`config.mk`:
```
export PLATFORM = sky130hd
export DESIGN_NAME = gih_queue
export DESIGN_NICKNAME = d
export VERILOG_FILES = /design/src/rtl/gih_pkg.sv /design/src/rtl/gih_queue.sv
export SDC_FILE = /design/constraint.sdc
export NUM_CORES = 1
export LEC_CHECK = 0
export BUFFER_PORTS_ARGS = -buffer_cell sky130_fd_sc_hd__buf_2
export CORE_ASPECT_RATIO = 0.9
export CORE_UTILIZATION = 50
export CTS_CLUSTER_SIZE = 25
export DETAILED_ROUTE_END_ITERATION = 12
export PLACE_DENSITY = 0.84
export SLEW_MARGIN = 10
export SYNTH_ARGS = -nofsm -noshare
export SYNTH_HDL_FRONTEND = slang
export SYNTH_SLANG_ARGS = --single-unit
```
`constraint.sdc`:
```
create_clock -name clk -period 4.7 [get_ports clk]
set_input_delay 0.705 -clock clk [delete_from_list [all_inputs] [get_ports clk]]
set_output_delay 0.705 -clock clk [all_outputs]
set_load 0.01 [all_outputs]
```
`src/rtl/gih_pkg.sv`:
```
// ---------------------------------------------------------------------------
// gih_pkg
// Shared types, constants and arithmetic helpers for the graph hash block.
// ---------------------------------------------------------------------------
package gih_pkg;

    localparam int ROW_W         = 15;
    localparam int MAX_VERTICES_D = 15;
    localparam int CNT_W         = 4;
    localparam int TRI_W         = 8;

    localparam logic [63:0] FNV_VERTEX_START = 64'd1469598103934665603;
    localparam logic [63:0] FNV_GRAPH_START  = 64'd14695981039346656037;

    localparam logic [2:0] ADDR_VERTEX_COUNT = 3'd0;

    // The row index travels with the row, so the engine needs no count of
    // its own that a register write could leave out of step.
    typedef struct packed {
        logic [ROW_W-1:0] row;
        logic [CNT_W-1:0] idx;
        logic             last;
        logic [CNT_W-1:0] n;
    } gih_entry_t;

    typedef enum logic [2:0] {
        ST_LOAD,
        ST_VSTART,
        ST_TRI,
        ST_FTRI,
        ST_FNB,
        ST_VINS,
        ST_GFOLD
    } gih_state_t;

    // Multiplication by the FNV prime 2^40 + 435 as a shift-add.
    function automatic logic [63:0] fnv_fold(input logic [63:0] h, input logic [63:0] x);
        logic [63:0] t;
        t = h ^ x;
        return (t << 40) + (t << 8) + (t << 7) + (t << 5) + (t << 4) + (t << 1) + t;
    endfunction

    function automatic logic [CNT_W-1:0] popcount(input logic [ROW_W-1:0] x);
        logic [CNT_W-1:0] c;
        c = '0;
        for (int j = 0; j < ROW_W; j++) begin
            c = c + CNT_W'(x[j]);
        end
        return c;
    endfunction

endpackage

```
`src/rtl/gih_queue.sv`:
```
// ---------------------------------------------------------------------------
// gih_queue
// Two-entry queue of row items between the front and the hash engine.
// ---------------------------------------------------------------------------
module gih_queue (
    input  logic                clk,
    input  logic                rst_n,
    input  logic                push,
    input  gih_pkg::gih_entry_t push_data,
    input  logic                pop,
    output gih_pkg::gih_entry_t pop_data,
    output logic                empty,
    output logic                full
);
    import gih_pkg::*;

    gih_entry_t mem_reg [2];
    logic       wp_reg, rp_reg;
    logic [1:0] cnt_reg;
    logic       do_pop;

    assign empty    = (cnt_reg == 2'd0);
    assign full     = (cnt_reg == 2'd2);
    assign do_pop   = pop && !empty;
    assign pop_data = mem_reg[rp_reg];

    always_ff @(posedge clk)
    begin
        if (push)
            mem_reg[wp_reg] <= push_data;
    end

    always_ff @(posedge clk or negedge rst_n)
    begin
        if (!rst_n)
        begin
            wp_reg  <= 1'b0;
            rp_reg  <= 1'b0;
            cnt_reg <= 2'd0;
        end
        else
        begin
            if (push)
                wp_reg <= !wp_reg;
            if (do_pop)
                rp_reg <= !rp_reg;
            cnt_reg <= cnt_reg + 2'(push) - 2'(do_pop);
        end
    end

endmodule

```
==> key figures <==
Global route
  • Largest net degree at the start of global routing: 25
  • Vias in the first global route: around 1100
  • First-pass GRT wire length: 4.87 mm
  • Gr ovfl total: 0
  • Initial antenna violation count: 0
  • GRT Util Overall: about 15%

Setup path
  • Worst-path cell chain: buf_4 > mux2_2 > buf_2
  • Crit end category: output port
  • Critical Path Fanout Max: 15
  • Req. time, crit path: 3990 ps
  • Critical path class: reg2out
  • CP startpoint kind: register
  • CP arrival: 1930 ps
  • Crit-path max cell delay: around 740 ps
  • Slowest CP cell: dfrtp_1

STA
  • Final slew viol count: 0
  • Slew headroom: 28.7%
  • Final hold vios: 0
  • RSZ-0062 raised after global routing: false
  • Worst hold slack: 199 ps
  • Clk_skew: ~8 ps
  • Fin crit share: 56.1%
  • Fin Setup TNS: 0 ps
  • Worst-margin pin slew: 1070 ps
  • Final setup violation count: 0
  • Fmax: 379 MHz
  • Fin crit period: 2640 ps

Routing
  • Drt wl/cell: between 15 and 20 µm
  • Routed wire length: approximately 3.1 mm
  • # DRC: 0
  • Total number of vias: 1003
  • Vias/cell: 5.07
  • ANT nets after route: 0
  • 1st-iter DRT viols: 59
  • DRT Pass-1 Iters: 4

Placed design
  • Placed insts: 190
  • RD Place Congestion: 0.636
  • Post-DP HPWL: 2.22 mm
  • Port buffer count: 53

Min path
  • Hold Crit Class: in2async

Cells and area
  • Synthesis-to-layout area growth: 19.7%
  • Non-Filler Instances: 198
  • Fill cell count: 267
  • Layout cells sized above 1: between 50% and 60%
  • Nets: around 180
  • Largest register FFs: between 40 and 50
  • Antenna diode count: 0

Yosys
  • Top cells by area, synth: edfxtp_1, mux2_4, dfrtp_1
  • Gate Count Post-Synth: 92
  • Mapped Area: slightly above 0.002 mm²
  • Sequential share of the synthesized area: 75.9%
  • Mapped Nets: 122
  • Yosys reg bits: 52
  • Biggest area consumer among synthesized cells: edfxtp_1
  • Top-area cell type share of the netlist area: 70.9%
  • Synth warn: 0
  • Synth unique cells: 14
  • Syn_area_per_cell: 22.1 µm²

Clocking
  • Clock Path Buffers: 2
  • Root buf cell: clkbuf_8
  • H-tree depth: 2
  • Clk Latency, worst-skew pair: 300 ps
  • Clock slew at reported path FFs: 80 ps
  • Post-CTS sizing: 0
  • Post-CTS Setup Inserts: 0
  • TritonCTS Buffers: 5
  • Cts hold-fix bufs: 0
  • CTS tree: built
  • Clk sinks: 52

Power and ir drop
  • LEAKAGE: between 0.9 and 1 nW
  • Pwr dens: 588 mW/mm²
  • Worst IR Drop VDD: 0.000415 V

Status
  • Run status: finished clean

Floorplan
  • I/O pin count: 54
  • Area of the core: 0.00381 mm²
  • Area of the die: ~0.0043 mm²
  • Die X: between 60 and 70 µm
  • Site Rows: 21
  • Initial cell density of the core: 53.3%
  • Die height: 62.5 µm

Flow run
  • MaxCap Viol Count: 0
[final timing paths]
| path | from | to | slack [ps] | cells after the start |
|---|---|---|---|---|
| min in group clk | wp_reg$_DFFE_PN0P_ | wp_reg$_DFFE_PN0P_ | 530 | 1 |
| max reg2reg | wp_reg$_DFFE_PN0P_ | mem_reg[1][10]$_DFFE_PP_ | 3050 | 1 |
| min | rst_n | wp_reg$_DFFE_PN0P_ | 200 | 1 |
| min reg2reg | wp_reg$_DFFE_PN0P_ | wp_reg$_DFFE_PN0P_ | 530 | 1 |
| max | rp_reg$_DFFE_PN0P_ | pop_data[3] | 2060 | 3 |
| max in group asynchronous | rst_n | cnt_reg[1]$_DFF_PN0_ | 4380 | 1 |
[synth_stat cells (all sizes together)]
| master | count |
|---|---|
| edfxtp | 48 |
| o21a | 1 |
| buf | 3 |
| ha | 2 |
| mux2 | 24 |
| nor2b | 2 |
| and2 | 1 |
| dfrtp | 4 |
| xor2 | 2 |
| inv | 2 |
| xnor2 | 2 |
| nor2 | 1 |
[placed cells by master, fill, tap and decap left out]
cell and count:
buf_4 2, o21a_1 1, clkinv_4 1, mux2_2 5, xor2_1 2, dfrtp_1 4
inv_1 2, edfxtp_1 48, and2_1 1, nor2_1 1, clkinv_1 1, clkbuf_8 5
nor2b_2 1, ha_1 2, mux2_4 19, xnor2_1 2, nor2b_1 1, buf_2 53
bufinv_16 1
[power by group]
group	switching (mW)	internal [mW]	total (mW)
Combinational	0.211	0.244	0.455
Sequential	0.0579	0.620	0.678
Clock	0.139	0.158	0.297
Total	0.408	1.02	1.43
[cell type report]
cell class	count	area [µm²]	area share [%]
clock inverters	3	42.5	1.75
repair buffers	55	280	11.5
well taps	46	57.6	2.37
flip-flops and latches	52	1540	63.4
inverters	2	7.51	0.309
clock buffers	5	68.8	2.83
multi-input cells	35	434	17.8
[cells by family (layout without fill, tap and decap cells)]
kind of cell,count (synthesis),in the layout,share of synthesized area (%)
flip-flops,52,52,75.9
XOR/XNOR,4,4,1.72
AND/OR/NAND/NOR,4,4,1.11
adder cells (fa/ha/maj),2,2,1.23
AO/OA/AOI/OAI,1,1,0.370
multiplexers,24,24,16.8
buffers and inverters,5,65,2.89
[per-stage QoR]
stage | utilization [%] | worst slack, ps | power [mW] | instance area [µm²]
after floorplan | - | 2480 | 1.03 | 2030
after global placement | 60.9 | 2450 | 1.13 | 2320
after detailed placement | 60.9 | 2390 | 1.15 | 2320
after CTS | 63.8 | 2050 | 1.44 | 2430
after global routing | 63.8 | 1970 | 1.50 | 2430
final | 63.8 | 2060 | 1.43 | 2430
[routing by layer]
layer  routed length (µm)  GRT usage, %  part of all wire (%)
met5                    0             0                     0
met3                  190          5.00                   6.1
met1                 1260          17.3                    41
met2                 1590          25.6                    51
met4                   59          7.91                   1.9
[critical path, delay by kind of cell (launching register included)]
family	cells	cell delay [ps]
flip-flops	1	740
multiplexers	1	370
buffers and inverters	2	520
(Power assumes the default switching activity.)
