===== src/rtl/gih_pkg.sv =====
// ---------------------------------------------------------------------------
// gih_pkg
// Shared types, constants and arithmetic helpers for the graph hash block.
// ---------------------------------------------------------------------------
package gih_pkg;

    localparam int ROW_W         = 15;
    localparam int MAX_VERTICES_D = 15;
    localparam int CNT_W         = 4;
    localparam int TRI_W         = 8;

    localparam logic [63:0] FNV_VERTEX_START = 64'd1469598103934665603;
    localparam logic [63:0] FNV_GRAPH_START  = 64'd14695981039346656037;

    localparam logic [2:0] ADDR_VERTEX_COUNT = 3'd0;

    // The row index travels with the row, so the engine needs no count of
    // its own that a register write could leave out of step.
    typedef struct packed {
        logic [ROW_W-1:0] row;
        logic [CNT_W-1:0] idx;
        logic             last;
        logic [CNT_W-1:0] n;
    } gih_entry_t;

    typedef enum logic [2:0] {
        ST_LOAD,
        ST_VSTART,
        ST_TRI,
        ST_FTRI,
        ST_FNB,
        ST_VINS,
        ST_GFOLD
    } gih_state_t;

    // Multiplication by the FNV prime 2^40 + 435 as a shift-add.
    function automatic logic [63:0] fnv_fold(input logic [63:0] h, input logic [63:0] x);
        logic [63:0] t;
        t = h ^ x;
        return (t << 40) + (t << 8) + (t << 7) + (t << 5) + (t << 4) + (t << 1) + t;
    endfunction

    function automatic logic [CNT_W-1:0] popcount(input logic [ROW_W-1:0] x);
        logic [CNT_W-1:0] c;
        c = '0;
        for (int j = 0; j < ROW_W; j++) begin
            c = c + CNT_W'(x[j]);
        end
        return c;
    endfunction

endpackage


===== src/rtl/gih_front.sv =====
// ---------------------------------------------------------------------------
// gih_front
// Configuration register, row masking and row counting; pushes one entry per
// accepted item into the queue.
// ---------------------------------------------------------------------------
module gih_front #(
    parameter int MAX_VERTICES = gih_pkg::MAX_VERTICES_D
) (
    input  logic                      clk,
    input  logic                      rst_n,
    input  logic                      psel,
    input  logic                      penable,
    input  logic                      pwrite,
    input  logic [2:0]                paddr,
    input  logic [31:0]               pwdata,
    output logic [31:0]               prdata,
    input  logic                      start,
    input  logic [gih_pkg::ROW_W-1:0] neighbor_mask,
    input  logic                      full,
    output logic                      push,
    output gih_pkg::gih_entry_t       entry
);
    import gih_pkg::*;

    logic [CNT_W-1:0] vc_reg, vc_next;
    logic [CNT_W-1:0] rc_reg, rc_next;
    logic [CNT_W-1:0] n_act, idx;
    logic [ROW_W:0]   keep;
    logic             wr_en, last;

    assign wr_en = psel && penable && pwrite && (paddr[2] == ADDR_VERTEX_COUNT[2]);
    assign prdata = {28'd0, vc_reg};

    always_comb
    begin
        if (vc_reg == '0)
            n_act = CNT_W'(1);
        else if (32'(vc_reg) > MAX_VERTICES)
            n_act = CNT_W'(MAX_VERTICES);
        else
            n_act = vc_reg;
    end

    assign keep = (ROW_W+1)'((17'd1 << n_act) - 17'd1);
    assign idx  = (rc_reg >= n_act) ? '0 : rc_reg;
    assign last = (5'(idx) + 5'd1) >= 5'(n_act);
    assign push = start && !full;

    assign entry.row  = neighbor_mask & keep[ROW_W-1:0];
    assign entry.idx  = idx;
    assign entry.last = last;
    assign entry.n    = n_act;

    always_comb
    begin
        vc_next = vc_reg;
        rc_next = rc_reg;
        if (wr_en)
        begin
            vc_next = pwdata[CNT_W-1:0];
            rc_next = '0;
        end
        else if (push)
        begin
            rc_next = last ? '0 : idx + CNT_W'(1);
        end
    end

    always_ff @(posedge clk or negedge rst_n)
    begin
        if (!rst_n)
        begin
            vc_reg <= CNT_W'(15);
            rc_reg <= '0;
        end
        else
        begin
            vc_reg <= vc_next;
            rc_reg <= rc_next;
        end
    end

endmodule


===== config.mk =====
export PLATFORM = sky130hd
export DESIGN_NAME = gih_front
export DESIGN_NICKNAME = d
export VERILOG_FILES = /design/src/rtl/gih_pkg.sv /design/src/rtl/gih_front.sv
export SDC_FILE = /design/constraint.sdc
export NUM_CORES = 1
export LEC_CHECK = 0
export ABC_AREA = 1
export BUFFER_PORTS_ARGS = -buffer_cell sky130_fd_sc_hd__buf_2
export CAP_MARGIN = 20
export CORE_MARGIN = 3
export CORE_UTILIZATION = 25
export CTS_CLUSTER_SIZE = 28
export DETAILED_ROUTE_END_ITERATION = 16
export GPL_ROUTABILITY_DRIVEN = 0
export GPL_TIMING_DRIVEN = 0
export PLACE_DENSITY = 0.66
export SKIP_LAST_GASP = 1
export SYNTH_ARGS = -nofsm -noshare
export SYNTH_HDL_FRONTEND = slang
export SYNTH_SLANG_ARGS = --single-unit

===== constraint.sdc =====
create_clock -name clk -period 4.7 [get_ports clk]
set_input_delay 0.94 -clock clk [delete_from_list [all_inputs] [get_ports clk]]
set_output_delay 0.94 -clock clk [all_outputs]
set_load 0.02 [all_outputs]

==> results of run 1 <==
[worst paths after layout]
| path | startpoint | end | slack [ps] | cells past startpoint |
|---|---|---|---|---|
| hold / removal | rc_reg[0]$_DFFE_PN0P_ | rc_reg[0]$_DFFE_PN0P_ | 520 | 2 |
| setup reg to reg | vc_reg[3]$_DFFE_PN1P_ | rc_reg[0]$_DFFE_PN0P_ | 1560 | 18 |
| max in group asynchronous | rst_n | vc_reg[0]$_DFFE_PN1P_ | 3920 | 1 |
| min in group asynchronous | rst_n | rc_reg[0]$_DFFE_PN0P_ | 550 | 1 |
| setup / recovery | vc_reg[3]$_DFFE_PN1P_ | entry[4] | 290 | 19 |
| hold reg to reg | rc_reg[0]$_DFFE_PN0P_ | rc_reg[0]$_DFFE_PN0P_ | 520 | 2 |
[what timing repair did]
item | CTS | global route
cloned | 0 | 0
resized for setup | 2 | 6
setup buffers | 0 | 3
hold buffers | 0 | 0
setup endpoints to repair | 1 | 1
[tightest hold or removal path, delay by kind of cell, from the launching register on]
| kind | cells | cell delay, ps |
|---|---|---|
| DFF | 1 | 360 |
| and+or+nand+nor | 2 | 120 |
[layout by cell type (no fill, tap or decap), types with 2 or more instances in the layout]
master / instances
sky130_fd_sc_hd__a21oi_1: 4
sky130_fd_sc_hd__a21oi_2: 2
sky130_fd_sc_hd__buf_2: 54
sky130_fd_sc_hd__buf_4: 34
sky130_fd_sc_hd__clkbuf_1: 5
sky130_fd_sc_hd__clkbuf_8: 3
sky130_fd_sc_hd__conb_1: 29
sky130_fd_sc_hd__dfrtp_1: 4
sky130_fd_sc_hd__dfstp_2: 4
sky130_fd_sc_hd__ha_1: 10
sky130_fd_sc_hd__inv_1: 30
sky130_fd_sc_hd__inv_2: 2
sky130_fd_sc_hd__nand2_1: 38
sky130_fd_sc_hd__nand3_1: 9
sky130_fd_sc_hd__nor2_1: 14
sky130_fd_sc_hd__nor2_2: 3
sky130_fd_sc_hd__nor2_4: 3
sky130_fd_sc_hd__nor3_1: 3
sky130_fd_sc_hd__nor3b_1: 2
sky130_fd_sc_hd__o2111ai_1: 2
sky130_fd_sc_hd__o21ai_0: 7
[routing by layer]
layer | global-route usage (%) | up-vias | part of all wire, %
met2 | 18.4 | 47 | 49
met1 | 13.7 | 545 | 45
li1 | - | 689 | -
met4 | 2.77 | 0 | 0.63
met5 | 0 | - | 0
met3 | 1.22 | 2 | 5.9
[stage by stage]
step / hold WS (ps) / setup WS, ps
6_report: 519 / 291
5_1_grt: 553 / -7.17
4_1_cts: 522 / 14.6
3_5_place_dp: 513 / 55.6
3_3_place_gp: 499 / 73.5
2_1_floorplan: 471 / 51.0
[cells by family after synthesis]
group                      synth area share, %
and+or+nand+nor                           28.7
buffers and inverters                     31.6
AOI/OAI and AO/OA                         11.0
adders and majority gates                 10.6
DFF                                       17.4
other                                    0.639
[where the power goes]
| part | switching [mW] | internal, mW | total [mW] |
|---|---|---|---|
| combinational | 0.329 | 0.194 | 0.523 |
| sequential | 0.0230 | 0.0934 | 0.116 |
| clock | 0.0259 | 0.0587 | 0.0845 |
[layout make-up]
type,instances,area [um^2]
fillers,488,2740
flip-flops and latches,8,205
inverters,33,128
clock buffers,4,45.0
well taps,52,65.1
plain buffers,35,248
multi-input cells,135,722
repair buffers,57,293
==> impl_results.rst, run 1 <==
.. list-table::
   :header-rows: 1

   * - Metric
     - Value
   * - Status
     - finished clean
   * - Cell leakage power
     - 1.07 nW
   * - Layout area overhead
     - 45.0%
   * - Std cell rows
     - 24
   * - Clk_skew
     - about 1.7 ps
   * - Type of the worst setup path
     - reg2out
   * - Cell family contributing the most delay on the critical path
     - simple AND/OR/NAND/NOR gates
   * - Warnings, synthesis
     - 0
   * - Count of unresolved DRC violations after routing
     - 0
   * - H-tree levels
     - 1
   * - Count of input and output buffers
     - 54
   * - Transition time at the pin with the least slew margin
     - 576 ps
   * - Syn Inst Count
     - 184
   * - Proportion of layout cells with a drive suffix above 1
     - between 40% and 50%
   * - Peak fanout along the critical path
     - 10
   * - Type of the tightest min-delay check
     - reg2reg
   * - Fmax achieved
     - 227 MHz
   * - Pins over their slew limit
     - 0
   * - Final-stage net count
     - 340
   * - DP Area
     - 0.00161 mm^2
   * - CP Capture Type
     - primary output
   * - Core area
     - 0.00444 mm^2
   * - Syn Area/Cell
     - 6.39 um^2
   * - Number of buffers created by CTS
     - 3
   * - Final Util
     - between 30% and 40%
   * - Reported max-cap violation count
     - 0
   * - Register bit count reported by yosys
     - 8
   * - Post-route cell area
     - 0.00171 mm^2
   * - Overall die area
     - between 0.005 and 0.006 mm^2
   * - Element type at the critical path start
     - flop
   * - Die width
     - 74.6 um
   * - Crit path largest cell delay
     - between 500 and 600 ps
   * - Summed negative setup slack over all endpoints
     - 0 ps
   * - IR Drop Worst-Case VDD
     - 0.000179 V
   * - Number of diodes
     - 0
   * - Number of sinks on the clock net
     - 8
   * - Area share of the largest cell type after synthesis
     - between 15 and 20%
   * - Total power after layout
     - 724 uW
   * - Most used standard cell by instance count after synthesis
     - sky130_fd_sc_hd__nand2_1
   * - Most repeated library cell on the critical path
     - sky130_fd_sc_hd__nand2_1
   * - Final Hold Fails
     - 0
   * - Pre-antenna DRT Iters
     - 4
   * - Summed instance area of the synthesized netlist
     - between 0.001 and 0.0015 mm^2
   * - Final Routed Wirelength
     - 2990 um
   * - Crit path arrival time
     - 3470 ps
   * - Detailed placement HPWL
     - roughly 2600 um
   * - Pin count of the biggest net entering global routing
     - 11
   * - WP data required
     - ~3800 ps
   * - ANT nets after route
     - 0
   * - Wire per inst
     - 9.24 um
   * - Clock latency of the later-clocked register in the worst-skew pair
     - 220 ps
   * - Count of routing violations after the opening detailed-route iteration
     - 43
   * - Number of instances in the placed design
     - 317
   * - Clock root buffer
     - sky130_fd_sc_hd__clkbuf_8
   * - Vias per cell
     - ~4
   * - Count of vias placed by the detailed router
     - approximately 1,300
   * - Tmin final
     - 4410 ps
   * - Power density cells
     - between 400 and 500 mW/mm^2
   * - Effective utilization at floorplan
     - 26.5%
   * - Tot GR Track Use
     - 10.5%
   * - Most numerous cell types in the synthesized netlist
     - sky130_fd_sc_hd__nand2_1, sky130_fd_sc_hd__buf_4, sky130_fd_sc_hd__inv_1
   * - Number of different library cells in the post-synthesis netlist
     - 27
   * - Number of flops mapped to enable cells by yosys
     - 0
   * - Biggest area consumer among synthesized cells
     - sky130_fd_sc_hd__buf_4
   * - Max stage delay cell, worst path
     - sky130_fd_sc_hd__dfstp_2
   * - Post-route non-filler standard cell count
     - 324
   * - Number of antenna violations at the first check in global routing
     - 0
   * - Ports
     - 114
   * - Final cycle utilization of the critical path
     - a little over nine tenths
   * - Sequential fraction of the synthesis area
     - around 17%
   * - Number of global-route vias before repair
     - 1,094
   * - Clock slew seen by the registers of the worst setup and hold paths
     - 40 ps
   * - Series of cell instances along the critical path
     - buf_4, clkinvlp_4, ha_1, a21oi_2, nand3_2, nor2_1, ha_1, nand4_1, nand2_1, inv_1, ha_1, nand2_1, nand2_1, nand2_1, nand2_1, nor2_4, inv_1, buf_4, buf_2
   * - GRT overflow
     - 0
   * - Die extent in y
     - 74.6 um
   * - Worst slew margin
     - 61.4%
   * - Wire length of the first global-routing pass
     - 4690 um
   * - Dominant synthesized flop cell
     - sky130_fd_sc_hd__dfstp_2
   * - CTS max path bufs
     - 2
   * - Post-synthesis async set-or-reset flop share
     - 100%
   * - Largest cells by area after synthesis
     - sky130_fd_sc_hd__buf_4, sky130_fd_sc_hd__nand2_1, sky130_fd_sc_hd__ha_1
   * - Critical path buffer and inverter count
     - 6
   * - CTS tree
     - built
   * - Final count of negative-setup-slack endpoints
     - 0
(Power assumes the default switching activity.)
==> run 2: changes to the inputs <==
PLACE_DENSITY = 0.68   (was 0.66)
clock period = 3.9 ns   (was 4.7 ns; I/O delays follow)
==> run 2 against run 1 <==
Die area is the same. Clock power grew 21%. Global-route usage grew 0.64 points. Power grew 51%. Final area grew 11%. Register-to-register slack lost 470 ps. Sequential cell count is the same. Critical path type unchanged. Critical endpoint unchanged. Largest power group unchanged.
==> impl_results.rst, run 2 (synthesized netlist as in run 1, its figures left out) <==
.. list-table::
   :header-rows: 1

   * - Metric
     - Value
   * - Final count of negative-setup-slack endpoints
     - 0 (unchanged)
   * - R2r setup slk
     - 1090 ps (was 1560 ps)
   * - IR Drop Worst-Case VDD
     - 0.000237 V (was 0.000179 V)
   * - Commonest cells after routing, fill and taps aside
     - sky130_fd_sc_hd__buf_2, sky130_fd_sc_hd__buf_4, sky130_fd_sc_hd__nand2_1, sky130_fd_sc_hd__conb_1, sky130_fd_sc_hd__inv_1 (was sky130_fd_sc_hd__buf_2, sky130_fd_sc_hd__nand2_1, sky130_fd_sc_hd__buf_4, sky130_fd_sc_hd__inv_1, sky130_fd_sc_hd__conb_1)
   * - Status
     - finished clean (unchanged)
   * - Number of buffers created by CTS
     - 3 (unchanged)
   * - Reported max-cap violation count
     - 0 (unchanged)
   * - Crit path arrival time
     - 2980 ps (was 3470 ps)
   * - Wire per inst
     - 10.1 um (was 9.24 um)
   * - Layout area overhead
     - 61.5% (was 45.0%)
   * - Transition time at the pin with the least slew margin
     - 496 ps (was 576 ps)
   * - CTS max path bufs
     - 2 (unchanged)
   * - Crit path largest cell delay
     - 600 ps (was 540 ps)
   * - Final cycle utilization of the critical path
     - 96.3%
   * - Final Hold Fails
     - 0 (unchanged)
   * - ANT nets after route
     - 0 (unchanged)
   * - Series of cell instances along the critical path
     - clkinvlp_4, ha_4, nand2_1, inv_2, nand2_2, nand3_4, nor2_4, buf_4, ha_1, o21ai_1, nand2_1, nand2_2, nand2_1, nand2_1, nand2_2, nor2_4, inv_1, buf_4, buf_6 (was buf_4, clkinvlp_4, ha_1, a21oi_2, nand3_2, nor2_1, ha_1, nand4_1, nand2_1, inv_1, ha_1, nand2_1, nand2_1, nand2_1, nand2_1, nor2_4, inv_1, buf_4, buf_2)
   * - CTS tree
     - built (unchanged)
   * - Clock slew seen by the registers of the worst setup and hold paths
     - 40 ps (about the same)
   * - Endpoint of the most critical register-to-register path
     - rc_reg[2]$_DFFE_PN0P_ (was rc_reg[0]$_DFFE_PN0P_)
   * - Ports
     - 114 (unchanged)
   * - Worst slew margin
     - 66.8% (was 61.4%)
   * - Most repeated library cell on the critical path
     - sky130_fd_sc_hd__nand2_1 (unchanged)
   * - CP Capture Type
     - primary output (unchanged)
   * - Number of antenna violations at the first check in global routing
     - 0 (unchanged)
   * - Fmax achieved
     - ~270 MHz
   * - Clk_skew
     - 3.89 ps (was 1.70 ps)
   * - Tmin final
     - 3760 ps
   * - Worst r2r src
     - vc_reg[3]$_DFFE_PN1P_ (unchanged)
   * - Cell leakage power
     - 1.11 nW (was 1.07 nW)
   * - Pins over their slew limit
     - 0 (unchanged)
   * - Pin count of the biggest net entering global routing
     - 11 (unchanged)
   * - Vias per cell
     - 4.02 (was 3.96)
   * - Core area
     - 0.00444 mm^2 (unchanged)
   * - Final Util
     - 42.7% (was 38.4%)
   * - Pre-antenna DRT Iters
     - 4 (unchanged)
   * - Max stage delay cell, worst path
     - sky130_fd_sc_hd__dfstp_2 (unchanged)
   * - Peak fanout along the critical path
     - 5 (was 10)
   * - Final hold slack
     - 384 ps (was 519 ps)
   * - Final-stage net count
     - 349 (was 340)
   * - Number of global-route vias before repair
     - 1,157 (was 1,094)
   * - Effective utilization at floorplan
     - 26.5% (unchanged)
   * - Number of sinks on the clock net
     - 8 (unchanged)
   * - Count of routing violations after the opening detailed-route iteration
     - 57 (was 43)
   * - Count of input and output buffers
     - 54 (unchanged)
   * - Type of the worst setup path
     - reg2out (unchanged)
   * - Worst reg-to-reg path cell count
     - 20 (was 18)
   * - Overall die area
     - 0.00556 mm^2 (unchanged)
   * - Filler cell count
     - 462 (was 488)
   * - Power density cells
     - 574 mW/mm^2 (was 424 mW/mm^2)
   * - Std cell rows
     - 24 (unchanged)
   * - Type of the tightest min-delay check
     - in2async (was reg2reg)
   * - Element type at the critical path start
     - flop (unchanged)
   * - Tot GR Track Use
     - 11.2% (was 10.5%)
   * - Clock latency of the later-clocked register in the worst-skew pair
     - 230 ps (was 220 ps)
   * - Die width
     - 74.6 um (unchanged)
   * - GRT overflow
     - 0 (unchanged)
   * - Commonest non-fill, non-tap cell in the layout
     - sky130_fd_sc_hd__buf_2 (unchanged)
   * - Wire length of the first global-routing pass
     - 4930 um (was 4690 um)
   * - Count of vias placed by the detailed router
     - 1,337 (was 1,283)
   * - Count of unresolved DRC violations after routing
     - 0 (unchanged)
   * - Proportion of layout cells with a drive suffix above 1
     - 47.0% (was 40.1%)
   * - H-tree levels
     - 1 (unchanged)
   * - Clock root buffer
     - sky130_fd_sc_hd__clkbuf_8 (unchanged)
   * - Final Routed Wirelength
     - 3350 um (was 2990 um)
   * - Number of diodes
     - 0 (unchanged)
   * - Detailed placement HPWL
     - 2590 um (was 2580 um)
   * - Die extent in y
     - 74.6 um (unchanged)
   * - WP data required
     - 3120 ps (was 3760 ps)
## run 2: final cells by class
type	count	area, um^2	area share, %
Sequential cell	8	205	10.8
Timing Repair Buffer	68	382	20.1
Buffer	33	233	12.3
Tap cell	52	65.1	3.43
Clock buffer	4	45.0	2.37
Multi-Input combinational cell	135	842	44.3
Inverter	33	128	6.72
## run 2: metrics by stage
stage / setup TNS [ps] / total power [mW] / worst slack, ps / instance area, um^2 / cells
2_1_floorplan: 0 / 0.605 / 3.22 / 1300 / 211
3_3_place_gp: -173 / 0.749 / -173 / 1630 / 317
3_5_place_dp: -171 / 0.759 / -171 / 1630 / 317
4_1_cts: 0 / 0.949 / 24.4 / 1780 / 326
5_1_grt: -39.3 / 1.20 / -39.3 / 1900 / 333
6_report: 0 / 1.09 / 145 / 1900 / 333
## run 2: how the worst max path moves through the flow
| stage | start | endpoint | slack, ps | depth (start not counted) |
|---|---|---|---|---|
| floorplan | vc_reg[3]$_DFFE_PN1P_ | entry[4] | 3 | 20 |
| global placement | vc_reg[3]$_DFFE_PN1P_ | entry[4] | -170 | 21 |
| detailed placement | vc_reg[3]$_DFFE_PN1P_ | entry[4] | -170 | 21 |
| CTS | vc_reg[3]$_DFFE_PN1P_ | entry[4] | 20 | 24 |
| global route | vc_reg[2]$_DFFE_PN1P_ | entry[4] | -40 | 23 |
| finish | vc_reg[3]$_DFFE_PN1P_ | entry[4] | 140 | 19 |
## run 2: critical path, delay by kind of cell (launching register included)
kind            cells  cell delay, ps
compound gates      1             130
fa+ha+maj           2             580
flops               1             600
buf+inv             6             650
simple gates       10             780
## run 2: power breakdown
group	leakage, nW	internal, mW	total [mW]	switching [mW]
Combinational	0.996	0.365	0.843	0.479
Clock	0.0228	0.0707	0.102	0.0310
Sequential	0.0954	0.113	0.145	0.0323
Total	1.11	0.548	1.09	0.542
## run 2: timing repair
action                                  4_1_cts  5_1_grt
resized for setup                            14       15
setup buffers                                 5        9
hold buffers                                  0        0
endpoints found under the setup margin        1        1
pin swaps                                     2       17
## run 2: per-layer routing
| metal | GRT usage, % | share of wire [%] | vias up |
|---|---|---|---|
| li1 | - | - | 708 |
| met1 | 12.9 | 41 | 572 |
| met2 | 21.1 | 51 | 53 |
| met3 | 1.22 | 7.3 | 4 |
| met4 | 3.95 | 0.81 | 0 |
| met5 | 0 | 0 | - |
==> run 3: changes to the inputs <==
CTS_BUF_LIST = sky130_fd_sc_hd__clkbuf_8   (was not set)
PLACE_DENSITY = 0.66   (was 0.68)
clock period = 3.55 ns   (was 3.9 ns; I/O delays follow)
==> run 3 against run 2 <==
Final area is 3.1% higher. Utilization up 1.3 points. Critical path depth is 3 higher. Critical path type unchanged. Largest power group unchanged. Highest routed layer is now met3.
==> impl_results.rst, run 3 (synthesized netlist as in run 1, its figures left out) <==
.. list-table::
   :header-rows: 1

   * - Metric
     - Value
   * - Layout area overhead
     - 66.5% (was 61.5%)
   * - Count of unresolved DRC violations after routing
     - 0 (unchanged)
   * - Clk_skew
     - 2.84 ps (was 3.89 ps)
   * - Commonest non-fill, non-tap cell in the layout
     - sky130_fd_sc_hd__buf_2 (unchanged)
   * - Min setup slack post-route
     - 95.4 ps (was 145 ps)
   * - Pre-antenna DRT Iters
     - 4 (unchanged)
   * - Final Hold Fails
     - 0 (unchanged)
   * - Series of cell instances along the critical path
     - nor2_4, inv_2, o21ai_4, ha_4, inv_2, nand2_1, nand2_1, nand2_2, nand3_4, nor2_4, ha_4, o21bai_1, nand2_1, inv_2, ha_4, nand2_2, nand2_1, nand2_1, nand2_2, nor2_4, inv_2, buf_6 (was clkinvlp_4, ha_4, nand2_1, inv_2, nand2_2, nand3_4, nor2_4, buf_4, ha_1, o21ai_1, nand2_1, nand2_2, nand2_1, nand2_1, nand2_2, nor2_4, inv_1, buf_4, buf_6)
   * - Final Routed Wirelength
     - 3490 um (was 3350 um)
   * - Overall die area
     - 0.00556 mm^2 (unchanged)
   * - Final count of negative-setup-slack endpoints
     - 0 (unchanged)
   * - Detailed placement HPWL
     - 2620 um (was 2590 um)
   * - Power density cells
     - 629 mW/mm^2 (was 574 mW/mm^2)
   * - Core area
     - 0.00444 mm^2 (unchanged)
   * - ANT nets after route
     - 0 (unchanged)
   * - Number of global-route vias before repair
     - 1,208 (was 1,157)
   * - Count of input and output buffers
     - 54 (unchanged)
   * - R2r setup slk
     - 820 ps (was 1090 ps)
   * - Filler cell count
     - 473 (was 462)
   * - Final-stage net count
     - 356 (was 349)
   * - Pins over their slew limit
     - 0 (unchanged)
   * - Clock root buffer
     - sky130_fd_sc_hd__clkbuf_8 (unchanged)
   * - Fmax achieved
     - 289 MHz
   * - Vias per cell
     - 4.08 (was 4.02)
   * - Number of buffers created by CTS
     - 3 (unchanged)
   * - GRT overflow
     - 0 (unchanged)
   * - Worst slack after detailed placement
     - -152 ps (was -171 ps)
   * - Commonest cells after routing, fill and taps aside
     - sky130_fd_sc_hd__buf_2, sky130_fd_sc_hd__buf_4, sky130_fd_sc_hd__nand2_1, sky130_fd_sc_hd__conb_1, sky130_fd_sc_hd__inv_1 (unchanged)
   * - Wire per inst
     - 10.3 um (was 10.1 um)
   * - Peak fanout along the critical path
     - 5 (unchanged)
   * - DP Area
     - 0.00170 mm^2 (was 0.00163 mm^2)
   * - CTS tree
     - built (unchanged)
   * - Clock slew seen by the registers of the worst setup and hold paths
     - 40 ps (about the same)
   * - Std cell rows
     - 24 (unchanged)
   * - CTS max path bufs
     - 2 (unchanged)
   * - IR Drop Worst-Case VDD
     - 0.000220 V (was 0.000237 V)
   * - Die width
     - 74.6 um (unchanged)
   * - WP data required
     - 2840 ps (was 3120 ps)
   * - Type of the worst setup path
     - reg2out (unchanged)
   * - Ports
     - 114 (unchanged)
   * - Number of diodes
     - 0 (unchanged)
   * - Tmin final
     - 3450 ps
   * - Critical path buffer and inverter count
     - 5 (was 6)
   * - Number of sinks on the clock net
     - 8 (unchanged)
   * - Element type at the critical path start
     - flop (unchanged)
   * - Tot GR Track Use
     - 12.1% (was 11.2%)
   * - Cell leakage power
     - 1.16 nW (was 1.11 nW)
   * - Pin count of the biggest net entering global routing
     - 11 (unchanged)
   * - Most repeated library cell on the critical path
     - sky130_fd_sc_hd__nand2_1 (unchanged)
   * - Effective utilization at floorplan
     - 26.5% (unchanged)
   * - Post-route cell area
     - 0.00196 mm^2 (was 0.00190 mm^2)
   * - Wire length of the first global-routing pass
     - 5260 um (was 4930 um)
   * - Transition time at the pin with the least slew margin
     - 572 ps (was 496 ps)
   * - CP Capture Type
     - primary output (unchanged)
   * - Proportion of layout cells with a drive suffix above 1
     - 49.7% (was 47.0%)
   * - Crit path largest cell delay
     - 610 ps (was 600 ps)
   * - Clock latency of the later-clocked register in the worst-skew pair
     - 220 ps (was 230 ps)
   * - Count of vias placed by the detailed router
     - 1,387 (was 1,337)
   * - H-tree levels
     - 1 (unchanged)
   * - Final cycle utilization of the critical path
     - 97.3%
   * - RSZ-0062 raised after global routing
     - true
   * - Hold buffer count at CTS
     - 0 (unchanged)
   * - Number of antenna violations at the first check in global routing
     - 0 (unchanged)
   * - Worst slew margin
     - 61.7% (was 66.8%)
   * - Cell family contributing the most delay on the critical path
     - simple AND/OR/NAND/NOR gates (unchanged)
   * - Crit path arrival time
     - 2740 ps (was 2980 ps)
   * - Die extent in y
     - 74.6 um (unchanged)
   * - Status
     - finished clean (unchanged)
   * - Max stage delay cell, worst path
     - sky130_fd_sc_hd__dfstp_2 (unchanged)
   * - Count of routing violations after the opening detailed-route iteration
     - 118 (was 57)
   * - Type of the tightest min-delay check
     - in2async (unchanged)
   * - Reported max-cap violation count
     - 0 (unchanged)
-- run 3: metrics by stage --
step | setup TNS [ps] | util [%] | total power, mW | hold WS, ps | instances
floorplan | -4.74 | - | 0.729 | 414 | 211
global placement | -127 | 38.3 | 0.887 | 509 | 317
detailed placement | -152 | 38.3 | 0.906 | 515 | 317
CTS | 0 | 43.0 | 1.18 | 316 | 335
global route | -43.2 | 44.1 | 1.33 | 320 | 340
finish | 0 | 44.1 | 1.23 | 315 | 340
-- run 3: worst paths after layout --
path / cells after the start / endpoint / start
min reg2reg: 2 / rc_reg[0]$_DFFE_PN0P_ / rc_reg[0]$_DFFE_PN0P_
min in group clk: 2 / rc_reg[0]$_DFFE_PN0P_ / rc_reg[0]$_DFFE_PN0P_
min: 1 / rc_reg[0]$_DFFE_PN0P_ / rst_n
max in group asynchronous: 1 / vc_reg[1]$_DFFE_PN1P_ / rst_n
max reg2reg: 23 / rc_reg[1]$_DFFE_PN0P_ / vc_reg[2]$_DFFE_PN1P_
max: 22 / entry[4] / vc_reg[2]$_DFFE_PN1P_
-- run 3: cell type report --
class                           count  area (um^2)  area share, %
Multi-Input combinational cell    135          847           43.3
Timing Repair Buffer               76          442           22.6
Buffer                             32          225           11.5
Sequential cell                     8          205           10.5
Inverter                           33          129           6.58
Tap cell                           52         65.1           3.32
Clock buffer                        3         41.3           2.11
Clock inverter                      1         3.75          0.192
-- run 3: power by group --
| part | leakage, nW | switching [mW] | internal [mW] |
|---|---|---|---|
| sequential | 0.0954 | 0.0352 | 0.124 |
| combinational | 1.03 | 0.540 | 0.426 |
| clock | 0.0269 | 0.0319 | 0.0745 |
| total | 1.16 | 0.607 | 0.624 |
-- run 3: per-layer routing --
layer / up-vias / GRT usage [%] / part of all wire [%] / wire (um)
li1: 722 / - / - / -
met1: 609 / 15.7 / 41 / 1440
met2: 56 / 21.1 / 51 / 1790
met3: 0 / 2.16 / 7.6 / 267
met4: 0 / 2.37 / 0 / 0
met5: - / 0 / 0 / 0
-- run 3: what timing repair did --
item                       4_1_cts  5_1_grt
pin swaps                       19       15
resized for setup               15        5
setup buffers                   15        7
setup endpoints to repair        1        1
